File: src/design/assert_macros.svh
// Assertion helpers shared by the design files.
`ifndef ASSERT_MACROS_SVH
`define ASSERT_MACROS_SVH

// A property that must hold at every clock edge outside reset.
`define TBN_ASSERT(lbl, prop, msg) \
  lbl: assert property (@(posedge clk_i) disable iff (!rst_ni) (prop)) else $error(msg);

// A condition that must be followed by another one in the next cycle.
`define TBN_ASSERT_NEXT(lbl, pre, post, msg) \
  lbl: assert property (@(posedge clk_i) disable iff (!rst_ni) (pre) |=> (post)) \
    else $error(msg);

`endif

File: src/design/tbn_pkg.sv
// ----------------------------------------------------------------------------
// tbn_pkg
// Types and constants of the triangle tangent and binormal block.
// ----------------------------------------------------------------------------
package tbn_pkg;

  localparam int PosBits   = 32;
  localparam int TexBits   = 20;
  localparam int EdgeBits  = PosBits + 1;
  localparam int DeltaBits = TexBits + 1;
  localparam int ProdBits  = EdgeBits + DeltaBits;
  localparam int NumBits   = ProdBits + 1;
  localparam int NormBits  = 30;
  localparam int OutBits   = 16;
  localparam int UnitOne   = 16384;

  typedef enum logic [1:0] {
    StatusOk      = 2'd0,
    StatusZeroDet = 2'd1,
    StatusZeroLen = 2'd2
  } status_e;

  typedef enum logic [3:0] {
    BkIdle,
    BkMul,
    BkCheck,
    BkLoad,
    BkNorm,
    BkSquare,
    BkSqrt,
    BkDivInit,
    BkDiv,
    BkDone
  } back_state_e;

  typedef struct packed {
    logic signed [PosBits-1:0] pos_x;
    logic signed [PosBits-1:0] pos_y;
    logic signed [PosBits-1:0] pos_z;
    logic signed [TexBits-1:0] tex_u;
    logic signed [TexBits-1:0] tex_v;
  } in_item_t;

  typedef struct packed {
    logic signed [OutBits-1:0] tangent_x;
    logic signed [OutBits-1:0] tangent_y;
    logic signed [OutBits-1:0] tangent_z;
    logic signed [OutBits-1:0] binormal_x;
    logic signed [OutBits-1:0] binormal_y;
    logic signed [OutBits-1:0] binormal_z;
    logic [1:0]                status;
  } out_item_t;

  // Edge vectors and texture deltas of one complete triangle.
  typedef struct packed {
    logic signed [EdgeBits-1:0]  e1x;
    logic signed [EdgeBits-1:0]  e1y;
    logic signed [EdgeBits-1:0]  e1z;
    logic signed [EdgeBits-1:0]  e2x;
    logic signed [EdgeBits-1:0]  e2y;
    logic signed [EdgeBits-1:0]  e2z;
    logic signed [DeltaBits-1:0] du1;
    logic signed [DeltaBits-1:0] dv1;
    logic signed [DeltaBits-1:0] du2;
    logic signed [DeltaBits-1:0] dv2;
  } job_t;

endpackage

File: src/design/tbn_queue.sv
// ----------------------------------------------------------------------------
// tbn_queue
// Two-entry queue of triangle jobs between the front and the back end.
// ----------------------------------------------------------------------------
`include "assert_macros.svh"

module tbn_queue (
  input  logic          clk_i,
  input  logic          rst_ni,
  input  logic          push_valid_i,
  output logic          push_stall_o,
  input  tbn_pkg::job_t push_data_i,
  output logic          pop_valid_o,
  input  logic          pop_stall_i,
  output tbn_pkg::job_t pop_data_o
);

  tbn_pkg::job_t mem_q [2];
  logic          wptr_q, rptr_q;
  logic [1:0]    count_q, count_d;
  logic          push, pop;

  assign push_stall_o = (count_q == 2'd2);
  assign pop_valid_o  = (count_q != 2'd0);
  assign push         = push_valid_i && !push_stall_o;
  assign pop          = pop_valid_o && !pop_stall_i;
  assign pop_data_o   = mem_q[rptr_q];

  always_comb begin
    count_d = count_q;
    if (push && !pop) begin
      count_d = count_q + 2'd1;
    end else if (pop && !push) begin
      count_d = count_q - 2'd1;
    end
  end

  // Pointers and fill count.
  always_ff @(posedge clk_i or negedge rst_ni) begin
    if (!rst_ni) begin
      wptr_q  <= 1'b0;
      rptr_q  <= 1'b0;
      count_q <= 2'd0;
    end else begin
      count_q <= count_d;
      if (push) begin
        wptr_q <= !wptr_q;
      end
      if (pop) begin
        rptr_q <= !rptr_q;
      end
    end
  end

  // Storage.
  always_ff @(posedge clk_i) begin
    if (push) begin
      mem_q[wptr_q] <= push_data_i;
    end
  end

  `TBN_ASSERT(a_count_range, count_q != 2'd3, "queue overfilled")
  `TBN_ASSERT(a_ptr_match, (count_q == 2'd0 || count_q == 2'd2) == (wptr_q == rptr_q),
    "pointers disagree with fill count")
  `TBN_ASSERT_NEXT(a_grow, push && !pop, count_q == $past(count_q) + 2'd1, "count not grown")

endmodule

File: config.mk
export PLATFORM = sky130hd
export DESIGN_NAME = tbn_queue
export DESIGN_NICKNAME = d
export VERILOG_FILES = /design/src/design/tbn_pkg.sv /design/src/design/tbn_queue.sv
export VERILOG_INCLUDE_DIRS = /design/src /design/src/design
export SDC_FILE = /design/constraint.sdc
export NUM_CORES = 1
export LEC_CHECK = 0
export BUFFER_PORTS_ARGS = -buffer_cell sky130_fd_sc_hd__buf_2
export CELL_PAD_IN_SITES_DETAIL_PLACEMENT = 0
export CELL_PAD_IN_SITES_GLOBAL_PLACEMENT = 1
export CORE_AREA = 2 2 224 226
export DETAILED_ROUTE_END_ITERATION = 7
export DIE_AREA = 0 0 226 228
export PLACE_DENSITY = 0.84
export SLEW_MARGIN = 10
export SYNTH_ARGS = -nofsm -noshare
export SYNTH_HDL_FRONTEND = slang
export SYNTH_SLANG_ARGS = --single-unit
File: constraint.sdc
create_clock -name clk_i -period 20.4 [get_ports clk_i]
set_input_delay 3.06 -clock clk_i [delete_from_list [all_inputs] [get_ports clk_i]]
set_output_delay 3.06 -clock clk_i [all_outputs]
set_load 0.03 [all_outputs]
## Word level (Yosys, flattened, before mapping)

Memory sizes are Yosys's and may differ from the RTL's.
Index checks and enable logic that the tools add are counted.

- Output and inout bits: 284
- Input port bits: 286
- Logic and storage cells: 23
- Memory bits (writable): 564
- Memories: 1
- Register bits: 4

Memory list:

| name | words | bits a word | read ports | clocked after memory_dff | write ports | line | text |
|---|---|---|---|---|---|---|---|
| mem_q | 2 | 282 | 1 | 0 | 1 | tbn_queue.sv:18 | `tbn_pkg::job_t mem_q [2];` |

- Add/subtract/negate cells: 2
- Equality and inequality tests: 1
- Multiplexer cells: 4
- Reduce and logical (&&, ||, !) cells: 12

Operators by type and width:

| kind | count |
|---|---|
| $logic_not 1->1 | 6 |
| $logic_and 1x1->1 | 4 |
| $mux 2 | 2 |
| $reduce_bool 2->1 | 2 |
| $add 2x1->2 const B | 1 |
| $eq 2x2->1 const B | 1 |
| $mux 1 | 2 |
| $sub 2x1->2 const B | 1 |

## Longest topological paths before layout

- Word-level depth: 7
- Mapped depth: 7
- Mapped depth without buffers: 7

## Least setup slack after synthesis

No wires, ideal clock.

- Kind: input port to flip-flop
- From: in push_valid_i
- To: mem mem_q[0][0] (netlist bit) (enable)
- Slack: 4.643 ns
- Buffers on the path: 0
- Arrival: 14.827 ns
- Setup time: 0.930 ns
- Stages: 2
- Cell sequence: nand2_1 -> nor2_1

- Longest elaborated chain between the ends: 3

Ends and longest elaborated chain:

| item | line | text |
|---|---|---|
| from (decl) | tbn_queue.sv:10 | `input logic push_valid_i,` |
| $logic_and 1x1->1 | tbn_queue.sv:25 | `assign push = push_valid_i && !push_stall_o;` |
| $mux 1 | tbn_queue.sv:57 | `if (push) begin` |
| $mux 1 (implied by the code) | tbn_queue.sv:58 | `mem_q[wptr_q] <= push_data_i;` |
| to (decl) | tbn_queue.sv:18 |  |

Every way passes these cells.

==> out/metrics.cfg <==
[worst_setup_path]
cp-end-kind=output pin
crit_family=buffers and inverters
cp_slowest_stage_delay_ns=1.00
critPathLaunchType=flip-flop
arrival_ns=4.04
critPathKind=reg2out
crit_chain=buf_4 -> buf_4 -> mux2_2 -> buf_2
r2r_slack_ns=17.42
critPathRequiredTime_ns=17.34
cp_num_buf_inv=3
crit_slowest_cell=dfrtp_4
timing.critical_path.fanout_max=75
cpMostUsedCell=buf_4

[floorplanning]
die_x_um=226
core_area_um2=49350
dieHeight_um=228
fp.dieArea_um2=51530
fp-row-count=82
io_pins=570
initial_core_util_pct=41.86

[run_status]
status=finished clean

[synthesis]
synth_top_area_share_pct=81.99
syn_area_um2=20660
synth_fp_nets=1183
ys_seq_area_share_pct=82.47
syn_avg_cell_area_um2=23.06
synth_top_area_cell=edfxtp_1
synth_seq_cells=568
synthTopCellsByArea=edfxtp_1, mux2_2, buf_6, dfrtp_1, xnor2_1
synthCells=896
yosysWarnings=0
synthDistinctLibCells=15

[final_layout]
nets=1789
layout-area-overhead-vs-synth_pct=26.11
drive_gt1_share_pct=61.05
fin_cells=2230

[pwr]
p_int_mw=2.710
swShare_pct=35.34
p_leak_nw=9.671
power_density_nw_per_um2=160.9
sequentialPowerShare_pct=40.3
ir_worst_vdd_mv=0.1592
total_power_mw=4.191
p_switching_mw=1.481
p_comb_share_pct=34.4
clock_power_share_pct=25.4

[cts]
cts_hold_buf=0
cts_root_buffer=clkbuf_16
tritoncts=built
clock_latency_ns=0.59
clkTransAtPathRegs_ns=0.06
htreeDepth=2
clockBufferDepth=3
post_cts_buffers=0
numCtsBuffers=57
clock_sinks=568
ctsResizeCount=0

[timing]
finalSetupViolations=0
worst_slew_pin_slew_ns=1.077
fin_worst_skew_ns=0.01652
timing.fmax_mhz=140.9
min_period_ns=7.097
period_share_pct=34.79
drv_slew=0
rsz0062_at_grt=no
slew_headroom_pct=28.18
setup_tns_ns=0
final.setup.worst_slack_ns=13.30
final_hold_viol_count=0

[placed_design]
dp_hpwl_mm=30.96
port_buffers=569
dp_cells=2115
place_ws_ns=13.87
gp_congestion=0.8256

[detailed_routing]
drc=0
wl_per_cell_um=20.37
drtIter0Drc=681
wirelength_mm=45.43
via_count=10709
first_pass_iters=4
ant_nets=0
viasPerCell=4.802

[worst_hold_path]
hold_class=reg2reg

[global_route]
grt_pass1_vias=11277
overflow=0
grt_max_degree=147
grt.total_usage_pct=17.13
antenna_found_initial=17
grt_pass1_wl_mm=66.47

[job]
max_cap_viol_count=0

## flip-flops by register name, summed over array words and instances, names as in the netlist
name,cells
mem_q,564
count_q,2
rptr_q,1
wptr_q,1
## power groups by stage
stage | logic [mW] | clock network, mW | registers (mW)
final | 1.44 | 1.06 | 1.69
after global routing | 1.52 | 1.13 | 1.71
after CTS | 1.46 | 1.09 | 1.69
after detailed placement | 1.45 | 0 | 1.71
after global placement | 1.43 | 0 | 1.71
after floorplan | 1.11 | 0 | 1.77
## layout by cell type (no fill, tap or decap), drive strengths merged
| master | instances |
|---|---|
| buf | 578 |
| edfxtp | 564 |
| mux2 | 282 |
| clkbuf | 67 |
| clkinv | 23 |
| diode | 10 |
| bufinv | 9 |
| inv | 6 |
| dfrtp | 4 |
| xnor2 | 3 |
| xor2 | 2 |
| clkinvlp | 2 |
| nor2 | 2 |
| nand2b | 1 |
| nand2 | 1 |
| or2 | 1 |
| or2b | 1 |
| and3 | 1 |
| ha | 1 |
## logic make-up (layout without fill, tap and decap cells)
logic type,after synthesis,in the layout,synth area share [%]
flip-flops,568,568,82.47
multiplexers,282,282,15.37
buffers and inverters,33,685,1.696
AND/OR/NAND/NOR,7,7,0.1878
XOR/XNOR,5,5,0.2120
adder cells (fa/ha/maj),1,1,0.06056
other,0,10,0
## synthesized netlist by cell type
master    instances
edfxtp_1        564
mux2_2          282
buf_6            30
dfrtp_1           4
xnor2_1           3
inv_1             2
nor2_1            2
xor2_1            2
and3_1            1
buf_2             1
ha_1              1
nand2_1           1
nand2b_1          1
or2_2             1
or2b_2            1
## layer usage
layer	wire length (um)	GRT usage (%)	part of all wire, %
met5	66	0	0.15
met4	1175	5.857	2.6
met1	17160	20.64	38
met3	4353	5.809	9.6
met2	22670	28.72	50
## path summary, 6_finish.rpt
path	cells after the start	endpoint	startpoint
setup / recovery	4	pop_data_o[99]	rptr_q
hold / removal	1	count_q[1]	count_q[1]
setup reg to reg	5	mem_q[0][99]	count_q[0]
hold reg to reg	1	count_q[1]	count_q[1]
max in group asynchronous	1	rptr_q	rst_ni
min in group asynchronous	1	wptr_q	rst_ni
## layout make-up
cell class / count / area, um^2
Multi-Input combinational cell: 295 / 3283
Clock buffer: 67 / 1506
Sequential cell: 568 / 17040
Fill cell: 3887 / 23300
Antenna cell: 10 / 25.02
Clock inverter: 38 / 420.4
Timing Repair Buffer: 578 / 2928
Tap cell: 672 / 840.8
Inverter: 2 / 7.507
## metrics by stage
| step | instance area (um^2) | util (%) | hold WS [ns] |
|---|---|---|---|
| 5_1_grt | 26040 | 52.77 | 0.5145 |
| 3_3_place_gp | 24100 | 48.83 | 0.4742 |
| 4_1_cts | 26030 | 52.74 | 0.4950 |
| 6_report | 26050 | 52.79 | 0.4867 |
| 3_5_place_dp | 24100 | 48.83 | 0.4832 |
| 2_1_floorplan | 20660 | - | 0.4559 |
Note: power is estimated with default switching activity, not from simulation.
