--- src/design/assert_macros.svh ---
// Assertion helpers shared by the design files.
`ifndef ASSERT_MACROS_SVH
`define ASSERT_MACROS_SVH

// A property that must hold at every clock edge outside reset.
`define TBN_ASSERT(lbl, prop, msg) \
  lbl: assert property (@(posedge clk_i) disable iff (!rst_ni) (prop)) else $error(msg);

// A condition that must be followed by another one in the next cycle.
`define TBN_ASSERT_NEXT(lbl, pre, post, msg) \
  lbl: assert property (@(posedge clk_i) disable iff (!rst_ni) (pre) |=> (post)) \
    else $error(msg);

`endif

--- src/design/tbn_pkg.sv ---
// ----------------------------------------------------------------------------
// tbn_pkg
// Types and constants of the triangle tangent and binormal block.
// ----------------------------------------------------------------------------
package tbn_pkg;

  localparam int PosBits   = 32;
  localparam int TexBits   = 20;
  localparam int EdgeBits  = PosBits + 1;
  localparam int DeltaBits = TexBits + 1;
  localparam int ProdBits  = EdgeBits + DeltaBits;
  localparam int NumBits   = ProdBits + 1;
  localparam int NormBits  = 30;
  localparam int OutBits   = 16;
  localparam int UnitOne   = 16384;

  typedef enum logic [1:0] {
    StatusOk      = 2'd0,
    StatusZeroDet = 2'd1,
    StatusZeroLen = 2'd2
  } status_e;

  typedef enum logic [3:0] {
    BkIdle,
    BkMul,
    BkCheck,
    BkLoad,
    BkNorm,
    BkSquare,
    BkSqrt,
    BkDivInit,
    BkDiv,
    BkDone
  } back_state_e;

  typedef struct packed {
    logic signed [PosBits-1:0] pos_x;
    logic signed [PosBits-1:0] pos_y;
    logic signed [PosBits-1:0] pos_z;
    logic signed [TexBits-1:0] tex_u;
    logic signed [TexBits-1:0] tex_v;
  } in_item_t;

  typedef struct packed {
    logic signed [OutBits-1:0] tangent_x;
    logic signed [OutBits-1:0] tangent_y;
    logic signed [OutBits-1:0] tangent_z;
    logic signed [OutBits-1:0] binormal_x;
    logic signed [OutBits-1:0] binormal_y;
    logic signed [OutBits-1:0] binormal_z;
    logic [1:0]                status;
  } out_item_t;

  // Edge vectors and texture deltas of one complete triangle.
  typedef struct packed {
    logic signed [EdgeBits-1:0]  e1x;
    logic signed [EdgeBits-1:0]  e1y;
    logic signed [EdgeBits-1:0]  e1z;
    logic signed [EdgeBits-1:0]  e2x;
    logic signed [EdgeBits-1:0]  e2y;
    logic signed [EdgeBits-1:0]  e2z;
    logic signed [DeltaBits-1:0] du1;
    logic signed [DeltaBits-1:0] dv1;
    logic signed [DeltaBits-1:0] du2;
    logic signed [DeltaBits-1:0] dv2;
  } job_t;

endpackage

--- src/design/tbn_front.sv ---
// ----------------------------------------------------------------------------
// tbn_front
// Collects corners; on the third one forms edges and texture deltas.
// ----------------------------------------------------------------------------
`include "assert_macros.svh"

module tbn_front (
  input  logic             clk_i,
  input  logic             rst_ni,
  input  logic             in_valid_i,
  output logic             in_stall_o,
  input  tbn_pkg::in_item_t in_item_i,
  output logic             job_valid_o,
  input  logic             job_stall_i,
  output tbn_pkg::job_t    job_o
);

  logic [1:0]             corner_q, corner_d;
  tbn_pkg::in_item_t      c1_q, c2_q;
  logic                   take;
  logic                   third;

  assign third       = (corner_q == 2'd2);
  assign in_stall_o  = third && job_stall_i;
  assign job_valid_o = in_valid_i && third;
  assign take        = in_valid_i && !in_stall_o;

  // Deltas against the first corner.
  assign job_o.e1x = tbn_pkg::EdgeBits'(c2_q.pos_x) - tbn_pkg::EdgeBits'(c1_q.pos_x);
  assign job_o.e1y = tbn_pkg::EdgeBits'(c2_q.pos_y) - tbn_pkg::EdgeBits'(c1_q.pos_y);
  assign job_o.e1z = tbn_pkg::EdgeBits'(c2_q.pos_z) - tbn_pkg::EdgeBits'(c1_q.pos_z);
  assign job_o.e2x = tbn_pkg::EdgeBits'(in_item_i.pos_x) - tbn_pkg::EdgeBits'(c1_q.pos_x);
  assign job_o.e2y = tbn_pkg::EdgeBits'(in_item_i.pos_y) - tbn_pkg::EdgeBits'(c1_q.pos_y);
  assign job_o.e2z = tbn_pkg::EdgeBits'(in_item_i.pos_z) - tbn_pkg::EdgeBits'(c1_q.pos_z);
  assign job_o.du1 = tbn_pkg::DeltaBits'(c2_q.tex_u) - tbn_pkg::DeltaBits'(c1_q.tex_u);
  assign job_o.dv1 = tbn_pkg::DeltaBits'(c2_q.tex_v) - tbn_pkg::DeltaBits'(c1_q.tex_v);
  assign job_o.du2 = tbn_pkg::DeltaBits'(in_item_i.tex_u) - tbn_pkg::DeltaBits'(c1_q.tex_u);
  assign job_o.dv2 = tbn_pkg::DeltaBits'(in_item_i.tex_v) - tbn_pkg::DeltaBits'(c1_q.tex_v);

  // Corner counter.
  always_comb begin
    corner_d = corner_q;
    if (take) begin
      corner_d = third ? 2'd0 : corner_q + 2'd1;
    end
  end

  always_ff @(posedge clk_i or negedge rst_ni) begin
    if (!rst_ni) begin
      corner_q <= 2'd0;
    end else begin
      corner_q <= corner_d;
    end
  end

  // Held corners.
  always_ff @(posedge clk_i) begin
    if (take && corner_q == 2'd0) begin
      c1_q <= in_item_i;
    end
    if (take && corner_q == 2'd1) begin
      c2_q <= in_item_i;
    end
  end

  `TBN_ASSERT(a_corner_range, corner_q != 2'd3, "corner count out of range")
  `TBN_ASSERT_NEXT(a_third_wraps, take && third, corner_q == 2'd0, "count did not wrap")

endmodule

--- config.mk ---
export PLATFORM = sky130hd
export DESIGN_NAME = tbn_front
export DESIGN_NICKNAME = d
export VERILOG_FILES = /design/src/design/tbn_pkg.sv /design/src/design/tbn_front.sv
export VERILOG_INCLUDE_DIRS = /design/src /design/src/design
export SDC_FILE = /design/constraint.sdc
export NUM_CORES = 1
export LEC_CHECK = 0
export BUFFER_PORTS_ARGS = -buffer_cell sky130_fd_sc_hd__buf_2
export CAP_MARGIN = 15
export CORE_MARGIN = 5
export CORE_UTILIZATION = 57
export DETAILED_ROUTE_END_ITERATION = 16
export MAX_ROUTING_LAYER = met4
export PLACE_DENSITY = 0.78
export SLEW_MARGIN = 20
export SYNTH_ARGS = -nofsm -noshare
export SYNTH_HDL_FRONTEND = slang
export SYNTH_SLANG_ARGS = --single-unit
--- constraint.sdc ---
create_clock -name clk_i -period 15.2 [get_ports clk_i]
set_input_delay 0.76 -clock clk_i [delete_from_list [all_inputs] [get_ports clk_i]]
set_output_delay 0.76 -clock clk_i [all_outputs]
set_load 0.03 [all_outputs]
Word level (Yosys, flattened, before mapping)
Cells that the tools add are included.
{"block": "totals", "reg_bits": 274}
{"block": "classes", "mux": 1, "add_sub_neg": 11, "eq_ne": 2, "reduce_logical": 7}
{"op": "$sub 32x32->33", "n": 6}
{"op": "$sub 20x20->21", "n": 4}
{"op": "$logic_and 1x1->1", "n": 5}
{"op": "$add 2x1->2 const B", "n": 1}
{"op": "$eq 2x1->1 const B", "n": 1}
{"op": "$eq 2x2->1 const B", "n": 1}
{"op": "$logic_not 2->1", "n": 1}
{"op": "$mux 2", "n": 1}
{"op": "$logic_not 1->1", "n": 1}

Longest topological paths before layout
Gate-level depths: netlist of the first run.
{"block": "depth", "ltp_word": 5, "depth_mapped": 12, "ltp_nobuf": 12}

Worst setup path before layout of the first run
OpenSTA, ideal clock, no wires.
{"block": "synth_path", "path_kind": "input-to-reg", "from": "input port in_valid_i", "to": "register c1_q[0] (netlist bit) (enable)", "path_slack_ps": 4377, "cell_stages": 2, "t_arrival_ps": 10023, "setup_time_ps": 801, "path_buffers": 0, "required_time_ps": 14399, "path_cell_list": "inv_1 -> nor3_1"}
{"block": "synth_via", "elab_chain_len": 2}
{"item": "start, declared", "line_no": "tbn_front.sv:10", "rtl": "input logic in_valid_i,"}
{"item": "$logic_and 1x1->1", "line_no": "tbn_front.sv:26", "rtl": "assign take = in_valid_i && !in_stall_o;"}
{"item": "$logic_and 1x1->1", "line_no": "tbn_front.sv:58", "rtl": "if (take && corner_q == 2'd0) begin"}
{"item": "end signal, assigned", "line_no": "tbn_front.sv:59", "rtl": "c1_q <= in_item_i;"}
{"item": "end, declared", "line_no": "tbn_front.sv:19", "rtl": "tbn_pkg::in_item_t c1_q, c2_q;"}
Every way passes these cells.
A chain may end at the register's enable or synchronous reset.

==> results of run 1 <==
[cells in the final DEF, fill, tap and decap left out, types with 8 or more instances in the layout]
cell type	synthesis	layout
a211oi_1	13	13
clkbuf_16	0	31
o21bai_1	31	31
nor2_1	149	149
nor3_1	28	27
o22ai_1	8	8
xnor2_1	158	158
a31o_2	9	9
buf_2	3	423
and2_1	9	9
a21oi_1	203	203
a21boi_0	11	11
o31ai_1	12	12
xor2_1	57	57
nand2_1	129	129
diode_2	0	18
inv_1	228	228
o21a_1	52	52
o31a_1	11	11
ha_1	272	272
fa_1	10	10
nor2b_1	45	45
edfxtp_1	272	272
a31oi_1	21	21
o21ai_0	121	121
nand2b_1	33	33
nand4_1	22	22
nand3_1	33	33
a21o_1	109	109
o211ai_1	18	18
and3_1	11	10
[cell usage after synthesis, types with 4 or more instances]
master | number | area [µm²]
a31oi_1 | 21 | 131.4
nand3_1 | 33 | 165.2
fa_1 | 10 | 200.2
and3_1 | 11 | 68.82
o211ai_1 | 18 | 135.1
nor3_1 | 28 | 140.1
o31a_1 | 11 | 96.34
xnor2_1 | 158 | 1384
edfxtp_1 | 272 | 8168
o22ai_1 | 8 | 50.05
o21a_1 | 52 | 390.4
a21boi_0 | 11 | 82.58
a211oi_1 | 13 | 97.59
clkbuf_1 | 12 | 45.04
nand2_1 | 129 | 484.2
ha_1 | 272 | 3403
o311ai_0 | 6 | 52.55
a21oi_1 | 203 | 1016
a41oi_1 | 6 | 52.55
and2_1 | 9 | 56.30
xor2_1 | 57 | 499.2
o21bai_1 | 31 | 232.7
o2111ai_1 | 5 | 43.79
nor2b_1 | 45 | 281.5
nor2_1 | 149 | 559.3
a31o_2 | 9 | 78.83
nor4_1 | 7 | 43.79
nand2b_1 | 33 | 206.5
or3_1 | 6 | 37.54
a211o_1 | 6 | 52.55
inv_1 | 228 | 855.8
and4_1 | 7 | 61.31
o31ai_1 | 12 | 90.09
o41ai_1 | 6 | 52.55
o21ai_1 | 4 | 20.02
o21ai_0 | 121 | 605.6
a21o_1 | 109 | 818.3
nand4_1 | 22 | 137.6
[logic make-up (layout without fill, tap and decap cells)]
group | after synthesis | after routing | synth area share, %
compound gates | 699 | 699 | 21.42
xor+xnor | 215 | 215 | 8.704
fa+ha+maj | 282 | 282 | 16.66
buf+inv | 246 | 713 | 4.303
flops | 274 | 274 | 37.99
mux | 3 | 3 | 0.1446
other cells | 0 | 18 | 0
simple gates | 491 | 491 | 10.79
[power by group]
| group | switching [mW] | internal [mW] |
|---|---|---|
| sequential | 0.0367 | 0.990 |
| clock | 0.311 | 0.443 |
| combinational | 1.97 | 0.914 |
[state kept, by name, indices dropped and copies added (netlist names)]
register and cells:
c1_q 136, c2_q 136, corner_q 2
[layout make-up]
class | instances | area (µm²)
Antenna cell | 18 | 45.04
Inverter | 228 | 855.8
Tap cell | 511 | 639.4
Fill cell | 3014 | 12140
Clock buffer | 37 | 798.3
Sequential cell | 274 | 8218
Clock inverter | 19 | 221.5
Multi-Input combinational cell | 1690 | 12500
Timing Repair Buffer | 429 | 2165
[per-stage QoR]
| stage | hold WS [ns] | util [%] | area (µm²) |
|---|---|---|---|
| 3_5_place_dp | 0.5259 | 64.84 | 24360 |
| 6_report | 0.3930 | 67.70 | 25440 |
| 4_1_cts | 0.3637 | 67.58 | 25390 |
| 2_1_floorplan | 0.4644 | - | 21630 |
| 3_3_place_gp | 0.5062 | 64.84 | 24360 |
| 5_1_grt | 0.3723 | 67.68 | 25430 |
[critical path: cells and delay by family (launching register included)]
kind / cells / cell delay [ns]
and+or+nand+nor: 1 / 0.19
buffers and inverters: 1 / 0.17
AOI/OAI and AO/OA: 8 / 2.10
DFF: 1 / 0.39
adders and majority gates: 2 / 0.62
[final timing paths]
| check | to | cells after the start |
|---|---|---|
| worst max-delay path | job_o[149] | 12 |
| worst min-delay path | c2_q[104] | 1 |
| worst max register to register | c2_q[78] | 4 |
| worst min register to register | corner_q[1] | 1 |
| max in group asynchronous | corner_q[0] | 2 |
| min in group asynchronous | corner_q[1] | 2 |
[routing by layer]
metal	vias up	part of all wire [%]	global-route usage (%)
li1	9039	-	-
met1	8579	42	35.02
met2	594	47	45.47
met3	100	8.5	5.873
met4	0	3.2	8.638
met5	-	0	-
==> flow_summary_export.csv, run 1 <==
group,metric,value,unit
route,wl,59420,µm
finish,fin_nets,3075,
setup_path,crit_start,"c1_q[72]",
global_route,grt_pass1_wl,92340,µm
route,dr_total_vias,18310,
route,wl_per_cell,18.53,µm
finish,drive_above_1_share,19.28,%
clock_network,clk_latency,0.58,ns
status,outcome,"finished clean",
route,viasPerCell,5.712,
floorplanning,die_area,0.04195,mm²
floorplanning,dieHeight,204.8,µm
place,routabilityCongestion,0.9819,
clock_network,cts_tree,"yes",
setup_path,cp-start-kind,"register",
place,port_buffers,423,
sta,worst_pin_slew,1.034,ns
sta,slew_violations,0,
place,dp_cells,3131,
global_route,grt_pass1_vias,17930,
floorplanning,coreArea,0.03758,mm²
logic_synthesis,synth_edf_count,272,
setup_path,end_kind,"output pin",
logic_synthesis,syn_area_per_cell,9.789,µm²
clock_network,cts_resized,0,
sta,hold_viol_final,0,
clock_network,cts_buffer_depth,3,
global_route,grt_max_degree,70,
logic_synthesis,ys_ff_latch,274,
floorplanning,start_util,57.57,%
worst_hold_path,hold_path_class,"in2reg",
clock_network,postCtsHoldBufs,1,
logic_synthesis,seq_area_frac_synth,37.99,%
pwr,finalPower,4.666,mW
sta,finalCritPeriodShare,31.72,%
sta,timing.final.ws_setup,10.38,ns
logic_synthesis,synth_area,0.02163,mm²
floorplanning,ios,424,
clock_network,root_buffer,"clkbuf_16",
route,drc,0,
pwr,p_leak,11.62,nW
logic_synthesis,synthesis.nets,2632,
logic_synthesis,async_flop_share,0.7299,%
place,dp_hpwl,47930,µm
sta,fmax,207.4,MHz
floorplanning,rows,71,
pwr,powerDensity,183.4,mW/mm²
global_route,antenna_found_initial,16,
finish,fin_cells,3206,
setup_path,criticalPathCategory,"reg2out",
setup_path,reg2reg_from,"corner_q[1]",
place,place_ws,10.45,ns
clock_network,cts.sinks,274,
global_route,grt_overflow,0,
sta,setup_tns,0,ns
worst_hold_path,min_from,"in_item_i[104]",
setup_path,crit_slowest_cell,"o32ai_2",
sta,min_period,4.821,ns
setup_path,critPathMostFrequentCell,"a21oi_1",
pwr,max-vdd-ir-drop,0.1368,mV
route,firstDrtPassIters,8,
finish,area_growth,17.58,%
route,dr.first_iter.drc_count,1137,
sta,rsz0062_at_grt,"no",
logic_synthesis,syn_inst,2210,
setup_path,required,14.44,ns
sta,setup_viol,0,
setup_path,arrival,4.06,ns
logic_synthesis,synth_flop_cell,"edfxtp_1",
setup_path,path_max_fanout,4,
clock_network,path_clk_slew,0.06,ns
sta,maxSlewHeadroom,31.04,%
global_route,track_usage,27.82,%
run,cap_violations,0,
clock_network,cts_made_buffers,30,
clock_network,cts-htree-levels,1,
floorplanning,dieWidth,204.8,µm
logic_synthesis,synth_warnings,0,
route,detail-route-antenna-nets,0,
clock_network,cts_setup_buffers,0,
logic_synthesis,yosysUniqueCellTypes,78,
setup_path,cpPeakStageDelay,0.45,ns
sta,finClkSkew,0.01294,ns
setup_path,path_cells,"ha_1 > fa_1 > nand2b_1 > a21oi_1 > o41a_1 > a31oi_2 > o32ai_2 > a21oi_1 > o311ai_1 > o21ai_0 > a31o_2 > buf_2",
setup_path,ff2ff_setup_slack,12.41,ns
Power figures use the tool's default switching activity.
==> inputs of run 2 (changes only) <==
- CORE_UTILIZATION: 57 -> 52
- PLACE_DENSITY: 0.78 -> 0.75
- clock period: 15.2 -> 4.15 ns (I/O delays scaled with it)
==> flow_summary_export.csv, run 2 (synthesis results as in run 1) <==
group,metric,value,unit
floorplanning,ios,424,
place,dp_hpwl,47350,µm
clock_network,cts_tree,"yes",
floorplanning,coreArea,0.04102,mm²
setup_path,arrival,3.76,ns
floorplanning,rows,74,
global_route,grt_overflow,0,
clock_network,root_buffer,"clkbuf_16",
sta,rsz0062_at_grt,"no",
sta,maxSlewHeadroom,40.48,%
sta,hold_viol_final,0,
sta,fmax,251.8,MHz
global_route,grt_pass1_vias,18930,
global_route,antenna_found_initial,9,
pwr,p_leak,12.27,nW
route,dr.first_iter.drc_count,1198,
floorplanning,dieHeight,214.0,µm
route,wl,61010,µm
setup_path,criticalPathCategory,"reg2out",
clock_network,cts-htree-levels,1,
setup_path,end_kind,"output pin",
setup_path,path_max_fanout,5,
sta,finClkSkew,0.01500,ns
sta,setup_viol,0,
clock_network,cts_made_buffers,31,
pwr,max-vdd-ir-drop,0.7501,mV
place,port_buffers,423,
sta,slew_violations,0,
global_route,grt_max_degree,73,
route,wl_per_cell,18.15,µm
finish,final_cell_mix,"buf_2 (422), ha_1 (272), edfxtp_1 (272)",
clock_network,clk_latency,0.57,ns
setup_path,required,3.94,ns
sta,setup_tns,0,ns
finish,reg_top3,"c1_q (136), c2_q (136), corner_q (2)",
global_route,grt_pass1_wl,96030,µm
route,detail-route-antenna-nets,0,
finish,layout_commonest_cell,"buf_2",
pwr,powerDensity,645.3,mW/mm²
sta,finalCritPeriodShare,95.68,%
sta,min_period,3.971,ns
route,drc,0,
place,post_dp_cell_area,0.02445,mm²
route,firstDrtPassIters,7,
floorplanning,start_util,52.75,%
status,outcome,"finished clean",
finish,drive_above_1_share,18.69,%
route,dr_total_vias,19070,
clock_network,cts.sinks,274,
floorplanning,dieWidth,214.0,µm
global_route,track_usage,25.79,%
run,cap_violations,0,
sta,worst_pin_slew,0.8929,ns
clock_network,cts_buffer_depth,3,
finish,num-fill-cells,3207,
place,routabilityCongestion,0.9322,
finish,design_area,0.02703,mm²
floorplanning,die_area,0.04578,mm²
setup_path,cp-start-kind,"register",
route,viasPerCell,5.673,
finish,fin_nets,3219,
worst_hold_path,hold_path_class,"in2reg",
clock_network,path_clk_slew,0.06,ns
finish,area_growth,24.93,%
run 2: final timing paths:
| check | start | to | slack [ns] | depth (start not counted) |
|---|---|---|---|---|
| setup / recovery | c1_q[104] | job_o[176] | 0.18 | 11 |
| hold / removal | in_item_i[20] | c1_q[20] | 0.37 | 2 |
| setup reg to reg | corner_q[1] | c2_q[65] | 2.03 | 3 |
| hold reg to reg | corner_q[0] | corner_q[0] | 0.64 | 1 |
| max in group asynchronous | rst_ni | corner_q[0] | 3.55 | 3 |
| min in group asynchronous | rst_ni | corner_q[0] | 0.48 | 3 |
run 2: metrics by stage:
stage	hold WS, ns	setup WS (ns)	utilization (%)	total power, mW	cells
2_1_floorplan	-0.08809	0.002558	-	11.40	2210
3_3_place_gp	-0.007449	0.5466	59.61	14.20	3154
3_5_place_dp	-0.005239	0.5187	59.61	14.35	3154
4_1_cts	0.3509	0.004263	65.62	17.38	3349
5_1_grt	0.3717	0.005984	65.89	18.38	3360
6_report	0.3734	0.1791	65.89	17.44	3361
run 2: repair_timing:
item | 4_1_cts | 5_1_grt
hold buffers | 140 | 0
setup buffers | 0 | 1
pin swaps | 0 | 3
endpoints found under the setup margin | 2 | 21
gates resized for setup | 2 | 16
endpoints found under the hold margin | 275 | 0
run 2: worst max-delay path, cell delays in order, from the launching register on:
cell      delay, ns
edfxtp_1       0.41
ha_1           0.24
fa_1           0.41
nor2b_1        0.17
o31a_1         0.19
o31a_2         0.19
a21oi_2        0.10
o31a_1         0.35
o41a_4         0.41
a221oi_2       0.29
xor2_1         0.22
buf_2          0.23
run 2: power breakdown:
part | leakage (nW) | switching, mW | total (mW) | internal [mW]
sequential | 2.53 | 0.134 | 3.75 | 3.62
clock | 0.496 | 1.12 | 2.84 | 1.72
combinational | 9.25 | 7.34 | 10.8 | 3.50
total | 12.3 | 8.60 | 17.4 | 8.84
run 2: final cells by class:
cell class                      count  area (µm²)  area share (%)
Multi-Input combinational cell   1690       12580           46.56
Sequential cell                   274        8218           30.41
Timing Repair Buffer              572        3633           13.44
Inverter                          228       855.8           3.167
Clock buffer                       33       783.3           2.898
Tap cell                          532       665.6           2.463
Clock inverter                     22       262.8          0.9722
Antenna cell                       10       25.02         0.09259
run 2: layer usage:
layer / wire, µm / track usage (%) / vias to the layer above
li1: - / - / 9316
met1: 25720 / 31.45 / 8972
met2: 29150 / 43.47 / 649
met3: 4011 / 4.532 / 130
met4: 2121 / 9.105 / 0
met5: 0 / - / -
